`config.mk`:
```
export PLATFORM = sky130hd
export DESIGN_NAME = kth_largest_stream_tracker_top
export DESIGN_NICKNAME = d
export VERILOG_FILES = /design/src/design/kls_pkg.sv /design/src/design/kls_ctrl.sv /design/src/design/kls_dpath.sv /design/src/design/kth_largest_stream_tracker_top.sv
export SDC_FILE = /design/constraint.sdc
export NUM_CORES = 1
export LEC_CHECK = 0
export BUFFER_PORTS_ARGS = -buffer_cell sky130_fd_sc_hd__buf_2
export CAP_MARGIN = 10
export CORE_MARGIN = 2
export CORE_UTILIZATION = 45
export CTS_CLUSTER_DIAMETER = 30
export DETAILED_ROUTE_END_ITERATION = 7
export PLACE_DENSITY_LB_ADDON = 0.12
export SYNTH_ARGS = -nofsm -noshare
export SYNTH_HDL_FRONTEND = slang
export SYNTH_HIERARCHICAL = 1
export SYNTH_SLANG_ARGS = --single-unit
```
`constraint.sdc`:
```
create_clock -name i_clk -period 11.3 [get_ports i_clk]
set_input_delay 1.13 -clock i_clk [delete_from_list [all_inputs] [get_ports i_clk]]
set_output_delay 1.13 -clock i_clk [all_outputs]
set_load 0.005 [all_outputs]
```
`src/design/kls_pkg.sv`:
```
// shared types and constants for the kth largest stream tracker
package kls_pkg;

    localparam int VALUE_W = 32;
    localparam int RANK_W  = 5;

    localparam logic OP_PRELOAD = 1'b0;
    localparam logic OP_ADD     = 1'b1;

    typedef struct packed {
        logic                      operation;
        logic signed [VALUE_W-1:0] value;
    } t_in_req;

    typedef struct packed {
        logic signed [VALUE_W-1:0] kth_value;
        logic                      valid_res;
    } t_out_res;

    typedef struct packed {
        logic load_in;
        logic insert;
        logic load_out;
    } t_ctl_cmd;

    typedef struct packed {
        logic op_add;
        logic out_free;
    } t_ctl_sts;

endpackage

```
`src/design/kls_ctrl.sv`:
```
// sequencing state machine for request intake, insertion and result hand-off
module kls_ctrl (
    input  logic              i_clk,
    input  logic              i_rst_n,
    input  logic              i_in_valid,
    output logic              o_in_ready,
    input  kls_pkg::t_ctl_sts i_sts,
    output kls_pkg::t_ctl_cmd o_cmd
);
    import kls_pkg::*;

    typedef enum logic [2:0] {
        S_IDLE = 3'b001,
        S_INS  = 3'b010,
        S_RES  = 3'b100
    } t_state;

    t_state r_state;
    t_state n_state;

    always_ff @(posedge i_clk) begin
        if (!i_rst_n) begin
            r_state <= S_IDLE;
        end else begin
            r_state <= n_state;
        end
    end

    always_comb begin
        n_state    = r_state;
        o_cmd      = '0;
        o_in_ready = 1'b0;
        case (r_state)
            S_IDLE: begin
                o_in_ready = 1'b1;
                if (i_in_valid) begin
                    o_cmd.load_in = 1'b1;
                    n_state       = S_INS;
                end
            end
            S_INS: begin
                o_cmd.insert = 1'b1;
                n_state      = i_sts.op_add ? S_RES : S_IDLE;
            end
            S_RES: begin
                // wait for the output register to drain
                if (i_sts.out_free) begin
                    o_cmd.load_out = 1'b1;
                    n_state        = S_IDLE;
                end
            end
            default: begin
                n_state = S_IDLE;
            end
        endcase
    end

endmodule

```
`src/design/kls_dpath.sv`:
```
// sorted insertion row, rank register and result register
module kls_dpath #(
    parameter int MAX_K = 16
) (
    input  logic                         i_clk,
    input  logic                         i_rst_n,
    input  kls_pkg::t_in_req             i_in_req,
    input  logic                         i_cfg_we,
    input  logic [kls_pkg::RANK_W-1:0]   i_cfg_wdata,
    input  kls_pkg::t_ctl_cmd            i_cmd,
    output kls_pkg::t_ctl_sts            o_sts,
    input  logic                         i_out_ready,
    output logic                         o_out_valid,
    output kls_pkg::t_out_res            o_out_res
);
    import kls_pkg::*;

    localparam int CW   = $clog2(MAX_K + 1);
    localparam int CMPW = (CW > RANK_W) ? CW : RANK_W;
    localparam int IDX1 = (MAX_K > 1) ? 1 : 0;

    logic                      r_op;
    logic signed [VALUE_W-1:0] r_val;
    logic signed [VALUE_W-1:0] r_entry [MAX_K];
    logic [CW-1:0]             r_count;
    logic [RANK_W-1:0]         r_kth_rank;
    logic                      r_out_valid;
    t_out_res                  r_out;

    logic [MAX_K-1:0]          ge;
    logic [CMPW-1:0]           rank_ext;
    logic [CMPW-1:0]           count_ext;
    logic signed [VALUE_W-1:0] sel_val;
    t_out_res                  n_out;

    always_ff @(posedge i_clk) begin
        if (i_cmd.load_in) begin
            r_op  <= i_in_req.operation;
            r_val <= i_in_req.value;
        end
    end

    // entry keeps its place while it is held and not smaller than the new value
    always_comb begin
        for (int i = 0; i < MAX_K; i++) begin
            ge[i] = (CW'(i) < r_count) && (r_entry[i] >= r_val);
        end
    end

    for (genvar gi = 0; gi < MAX_K; gi++) begin : g_row
        if (gi == 0) begin : g_head
            always_ff @(posedge i_clk) begin
                if (i_cmd.insert && !ge[gi]) begin
                    r_entry[gi] <= r_val;
                end
            end
        end else begin : g_body
            always_ff @(posedge i_clk) begin
                if (i_cmd.insert && !ge[gi]) begin
                    r_entry[gi] <= ge[gi-1] ? r_val : r_entry[gi-1];
                end
            end
        end
    end

    always_ff @(posedge i_clk) begin
        if (!i_rst_n) begin
            r_count <= '0;
        end else if (i_cmd.insert && (r_count < CW'(MAX_K))) begin
            r_count <= r_count + 1'b1;
        end
    end

    always_ff @(posedge i_clk) begin
        if (!i_rst_n) begin
            r_kth_rank <= RANK_W'(1);
        end else if (i_cfg_we) begin
            r_kth_rank <= i_cfg_wdata;
        end
    end

    // rank selection as an and-or over the row
    always_comb begin
        rank_ext  = CMPW'(r_kth_rank);
        count_ext = CMPW'(r_count);
        sel_val   = '0;
        for (int i = 0; i < MAX_K; i++) begin
            if (rank_ext == CMPW'(i + 1)) begin
                sel_val = sel_val | r_entry[i];
            end
        end
        n_out.valid_res = (r_kth_rank != '0) && (rank_ext <= CMPW'(MAX_K))
                          && (rank_ext <= count_ext);
        n_out.kth_value = n_out.valid_res ? sel_val : '0;
    end

    always_ff @(posedge i_clk) begin
        if (i_cmd.load_out) begin
            r_out <= n_out;
        end
    end

    always_ff @(posedge i_clk) begin
        if (!i_rst_n) begin
            r_out_valid <= 1'b0;
        end else if (i_cmd.load_out) begin
            r_out_valid <= 1'b1;
        end else if (i_out_ready) begin
            r_out_valid <= 1'b0;
        end
    end

    assign o_sts.op_add   = (r_op == OP_ADD);
    assign o_sts.out_free = !r_out_valid || i_out_ready;
    assign o_out_valid    = r_out_valid;
    assign o_out_res      = r_out;

    a_count_bound: assert property (@(posedge i_clk) disable iff (!i_rst_n)
        r_count <= CW'(MAX_K))
        else $error("held count above capacity");

    a_count_step: assert property (@(posedge i_clk) disable iff (!i_rst_n)
        i_cmd.insert && (r_count < CW'(MAX_K)) |=> r_count == $past(r_count) + 1'b1)
        else $error("held count did not advance on insertion");

    a_row_sorted: assert property (@(posedge i_clk) disable iff (!i_rst_n)
        (r_count >= CW'(2)) |-> (r_entry[0] >= r_entry[IDX1]))
        else $error("head of row out of order");

    a_insert_nonempty: assert property (@(posedge i_clk) disable iff (!i_rst_n)
        i_cmd.insert |=> r_count != '0)
        else $error("row empty after insertion");

endmodule

```
`src/design/kth_largest_stream_tracker_top.sv`:
```
// an add request is accepted from idle, inserted in the insert state and its result
// is registered in the result state once the output register is free
// a preload passes through idle and insert only; one request is in flight, so a new
// request is taken only once the last is back in idle; the result state waits on a stalled output
// the whole row is compared and shifted at once on insertion; the rank select is a mux
// reset clears the held count and output valid and sets the rank to one
module kth_largest_stream_tracker_top #(
    parameter int MAX_K = 16
) (
    input  logic                       i_clk,
    input  logic                       i_rst_n,
    input  logic                       i_in_valid,
    output logic                       o_in_ready,
    input  kls_pkg::t_in_req           i_in_req,
    output logic                       o_out_valid,
    input  logic                       i_out_ready,
    output kls_pkg::t_out_res          o_out_res,
    input  logic                       i_cfg_we,
    input  logic [kls_pkg::RANK_W-1:0] i_cfg_wdata
);
    import kls_pkg::*;

    t_ctl_cmd cmd;
    t_ctl_sts sts;

    kls_ctrl u_ctrl (
        .i_clk      (i_clk),
        .i_rst_n    (i_rst_n),
        .i_in_valid (i_in_valid),
        .o_in_ready (o_in_ready),
        .i_sts      (sts),
        .o_cmd      (cmd)
    );

    kls_dpath #(
        .MAX_K (MAX_K)
    ) u_dpath (
        .i_clk       (i_clk),
        .i_rst_n     (i_rst_n),
        .i_in_req    (i_in_req),
        .i_cfg_we    (i_cfg_we),
        .i_cfg_wdata (i_cfg_wdata),
        .i_cmd       (cmd),
        .o_sts       (sts),
        .i_out_ready (i_out_ready),
        .o_out_valid (o_out_valid),
        .o_out_res   (o_out_res)
    );

endmodule
```
# ---- After elaboration in Yosys (flattened, before gate mapping)
# Memories as Yosys holds them, arrays and structs flattened.
# Index checks and enable logic that the tools add are counted.
# W data, S select, Z words.
dict set report op_classes {
  div_mod_pow 0
  add_sub_neg 1
  bitwise 15
  shift 0
  mux 75
  n_reduce_logical 56
  n_eq_ne 21
  order_cmp 35
  n_mul 0
}
# operator count
set ops {}
lappend ops {{$mux W32} 31}
lappend ops {{$ge A32 B32 Y1} 16}
lappend ops {{$or A32 B32 Y32} 15}
lappend ops {{$eq A5 B4 Y1 const B} 8}
lappend ops {{$lt A4 B5 Y1 const A} 8}
lappend ops {{$mux W1} 40}
lappend ops {{$logic_and A1 B1 Y1} 35}
lappend ops {{$eq A5 B3 Y1 const B} 4}
lappend ops {{$lt A3 B5 Y1 const A} 4}
lappend ops {{$logic_not A1 Y1} 17}
lappend ops {{$eq A5 B2 Y1 const B} 2}
lappend ops {{$lt A1 B5 Y1 const A} 2}
lappend ops {{$lt A2 B5 Y1 const A} 2}
lappend ops {{$mux W3} 3}
lappend ops {{$pmux W3 S3} 1}
lappend ops {{$add A5 B1 Y5 const B} 1}
lappend ops {{$eq A5 B1 Y1 const B} 1}
lappend ops {{$eq A5 B5 Y1 const B} 1}
lappend ops {{$le A5 B5 Y1} 1}
lappend ops {{$le A5 B5 Y1 const B} 1}
lappend ops {{$lt A5 B5 Y1 const B} 1}
lappend ops {{$reduce_bool A5 Y1} 1}
lappend ops {{$ne A2 B2 Y1 const B} 2}
lappend ops {{$eq A3 B1 Y1 const B} 1}
lappend ops {{other kinds (5)} 5}
dict set report totals {
  word_cells 212
  latchBits 0
  mem_bits_rw 512
  romBits 0
  mem_count 1
  in_bits 43
  regBits 80
  output_inout_bits 35
}
# name depth width rd rd_clocked_by_memory_dff wr line_no
set memory_table {}
lappend memory_table {u_dpath.r_entry 16 32 16 0 16 kls_dpath.sv:24} ;# logic signed [VALUE_W-1:0] r_entry [MAX_K];

# ---- Logic depth before layout (Yosys ltp)
dict set report logic_depth {
  word_depth 32
  ltp_mapped 12
  ltp_nobuf 9
}

# ---- Modules after synthesis
# The synthesis kept the hierarchy.
# mod cells_per_inst n_inst area_each_um2 seq_area_each_um2
set by_module_without_submodules {}
lappend by_module_without_submodules {kls_dpath 3028 1 38086.5 17576.9}
lappend by_module_without_submodules {kls_ctrl 15 1 160.2 60.1}

# ---- Worst setup path before layout
# Ideal clock, no wire load.
dict set report synth_path {
  path_kind {input -> register}
  startpoint {input port i_out_ready}
  endpoint {register u_dpath.r_out, in the netlist u_dpath/o_out_res[0], enable pin}
  t_arrival_ns 4.610
  setup_time_ns 0.510
  path_slack_ns 6.180
  stages 2
  path_cell_list {nand2b_1 nor4bb_1}
}
# item line_no
set synth_rtl {}
lappend synth_rtl {{start: declaration} kth_largest_stream_tracker_top.sv:16} ;# input logic i_out_ready,
lappend synth_rtl {{end signal: assignment} kls_dpath.sv:99} ;# r_out <= n_out;
lappend synth_rtl {{end: declaration} kls_dpath.sv:28} ;# t_out_res r_out;

==> results.toml <==
[power_and_ir_drop]
powerDensity_mw_per_mm2 = 166.6
sw_frac_of_total_pct = 25.19
clock_power_share_pct = 58.9
max-vdd-ir-drop_v = 0.0001475
pwr-share-comb_pct = 7.7
p_int_mw = 5.647
p_switching_mw = 1.901
seq_power_share_pct = 33.3
p_leak_nw = 17.45
fin_total_pwr_mw = 7.548

[synth]
yosys-top-cells-area = "edfxtp_1 (45%), ha_1 (17%), mux2_2 (14%)"
synth-main-ff-cell = "edfxtp_1"
async_flop_share_pct = 0
avgSynthCellArea_um2 = 12.57
syn_area_mm2 = 0.03825
synth_edf_count = 578
ys_types = 71
synth_seq_area_share_pct = 46.11
syn_nets = 3605
synth_top_cell_area_share_pct = 45.38
syn_inst = 3043
yosysTopAreaCell = "edfxtp_1"
ys_warn_count = 6
synth_seq_cells = 592

[worst_setup_path]
r2r-start = "u_dpath/r_val[29]"
cp_cell_sequence = "inv_1 > ha_1 > nand4_1 > nor3_1 > nand2_1 > or4_4 > a32oi_4 > buf_4 > nor2_4 > buf_4"
worstReg2RegEnd = "u_dpath/r_entry[1][59]"
start_kind = "flip-flop"
cp_common_cell = "buf_4"
end_kind = "flip-flop"
critPathMaxFanout = 21
critPathMaxStageDelay_ns = 1.05
critical_path_class = "flip-flop to flip-flop"
slowest_stage = "a32oi_4"
regToRegSetupSlack_ns = 5.35
arrival_ns = 6.38
rr_worst_depth = 10
worstPathRequired_ns = 11.73

[sta]
slew_headroom_pct = 13.48
rsz0062_at_grt = "no"
period_share_pct = 52.66
fin_skew_ns = 0.02703
fin_crit_ns = 5.951
hold_viol_final = 0
finalMaxSlewViolations = 0
timing.fmax_mhz = 168.1
setup_tns_ns = 0
post-route-worst-setup-slack_ns = 5.349
setup_viol = 0
worst_pin_slew_ns = 1.298

[clock_network]
cts_max_level = 4
cts_made_buffers = 148
clkTransAtPathRegs_ns = 0.05
clockBufferDepth = 3
cts-resized-gates = 0
root_buffer = "clkbuf_16"
clkLatencyLatePin_ns = 0.76
clock_sinks = 592
cts_tree = "done"
holdBufCountCts = 0
post_cts_buffers = 0

[floorplan]
fp.coreArea_mm2 = 0.08395
die-area_mm2 = 0.08734
io_pins = 78
die-height_um = 295.5
num_rows = 106
fp.dieW_um = 295.5
initial_core_util_pct = 45.56

[detailed_routing]
ant_nets = 0
dr.first_iter.drc_count = 3718
routedWlPerCell_um = 37.72
first_pass_iters = 6
drc_errors = 0
vias_per_cell = 6.814
vias = 30260
finalWirelength_mm = 167.5

[placed_design]
pre_cts_ws_ns = 5.518
place_congestion = 0.9754
dp_hpwl_mm = 113.0
port_buffers = 77

[finish]
fill_cells = 7082
n_antenna_cell = 0
mostFrequentLayoutCells = "edfxtp_1 (578), ha_1 (518), mux2_2 (463)"
syn_to_final_growth_pct = 18.47
num-nets-final = 3744
mostFrequentLayoutCell = "edfxtp_1"
drive_above_1_share_pct = 27.25

[hold_path]
worstHoldEndpoint = "u_dpath/r_val[4]"
hold_path_depth = 1
hold_path.class = "primary input to flip-flop"
hp-start = "i_in_req[4]"

[global_routing]
first_global_vias = 30120
grt_pass1_wl_mm = 230.4
track_usage_pct = 38.22
overflow = 0
grt_max_degree = 39
antenna_found_initial = 2

[flow_run]
cap_violations = 0

[run_status]
status = "completed"
## registers in the layout (all words and copies together) (netlist names)
signal,cells
u_dpath/r_entry,512
u_dpath/count_ext,5
u_dpath/r_kth_rank,5
u_dpath/r_op,1
u_ctrl/r_state,3
u_dpath/r_val,32
u_dpath/o_out_valid,1
u_dpath/o_out_res,33
## logic make-up (layout without fill, tap and decap cells)
group | count (synthesis) | count (layout) | synth area share (%)
AOI/OAI and AO/OA | 695 | 695 | 12.76
DFF | 592 | 592 | 46.11
adders and majority gates | 519 | 519 | 16.98
muxes | 517 | 517 | 15.10
and+or+nand+nor | 494 | 494 | 6.464
buffers and inverters | 223 | 487 | 2.516
xor gates and xnor gates | 3 | 3 | 0.06871
## power groups by stage
stage                     clock, mW  combinational, mW  sequential [mW]
after floorplan                   0              0.351             2.51
after global placement            0              0.558             2.55
after detailed placement          0              0.567             2.55
after CTS                      4.48              0.571             2.51
after global routing           4.59              0.626             2.52
final                          4.45              0.584             2.52
## through the flow
stage                     utilization, %  area [um^2]  std cells  hold WS [ns]
after global placement             47.71        40060       4165        0.5559
after global routing               53.97        45310       4441        0.5331
final                              53.97        45310       4441        0.5498
after CTS                          53.97        45310       4441        0.5151
after detailed placement           47.74        40080       4166        0.5863
after floorplan                        -        38250       3043        0.5133
## metal layers
layer,global-route usage [%],wire [um],vias to the layer above
met5,0,0,-
met4,24.40,11990,0
met3,7.976,14460,606
met2,61.30,76820,1927
met1,46.93,64250,15150
li1,-,-,12580
## final cells by class
type                       count  area [um^2]  share of cell area [%]
multi-input combinational   2228        19910                   43.94
sequential                   592        17640                   38.93
clock buffer                 165         3830                   8.452
tap                         1134         1419                   3.131
clock inverter               110         1406                   3.104
timing repair buffer         131        803.3                   1.773
inverter                      81        304.0                  0.6710
## cell usage after synthesis, types with 13 or more instances
| cell type | n |
|---|---|
| edfxtp_1 | 578 |
| ha_1 | 519 |
| mux2_2 | 463 |
| a21oi_1 | 193 |
| nand2_1 | 156 |
| a221oi_1 | 146 |
| nor2_1 | 93 |
| nand4_1 | 84 |
| clkbuf_1 | 83 |
| inv_1 | 80 |
| o21ai_0 | 76 |
| a22o_1 | 67 |
| a21o_1 | 50 |
| buf_2 | 43 |
| mux2i_1 | 36 |
| a31oi_1 | 35 |
| a22oi_1 | 32 |
| nand3_1 | 27 |
| nor3_1 | 27 |
| nand2b_1 | 25 |
| nor4_1 | 20 |
| mux2_1 | 18 |
| nor2b_1 | 17 |
| a211oi_1 | 14 |
| dfxtp_1 | 14 |
| and2_1 | 13 |
## worst max-delay path: cells and delay by family, from the launching register on
family	cells	cell delay (ns)
DFF	1	0.77
AOI/OAI and AO/OA	1	1.05
buffers and inverters	3	1.49
adders and majority gates	1	0.49
and+or+nand+nor	5	1.74
## worst max path at each step
| stage | slack, ns | cells after the start | end | from |
|---|---|---|---|---|
| 2_1_floorplan | 6.18 | 2 | u_dpath/o_out_res[0] | i_out_ready |
| 3_3_place_gp | 5.58 | 10 | u_dpath/r_entry[1][62] | u_dpath/r_val[29] |
| 3_5_place_dp | 5.52 | 10 | u_dpath/r_entry[1][62] | u_dpath/r_val[29] |
| 4_1_cts | 5.47 | 10 | u_dpath/r_entry[1][54] | u_dpath/r_val[29] |
| 5_1_grt | 5.41 | 10 | u_dpath/r_entry[1][54] | u_dpath/r_val[29] |
| 6_report | 5.35 | 10 | u_dpath/r_entry[1][59] | u_dpath/r_val[29] |
(Power assumes the default switching activity.)
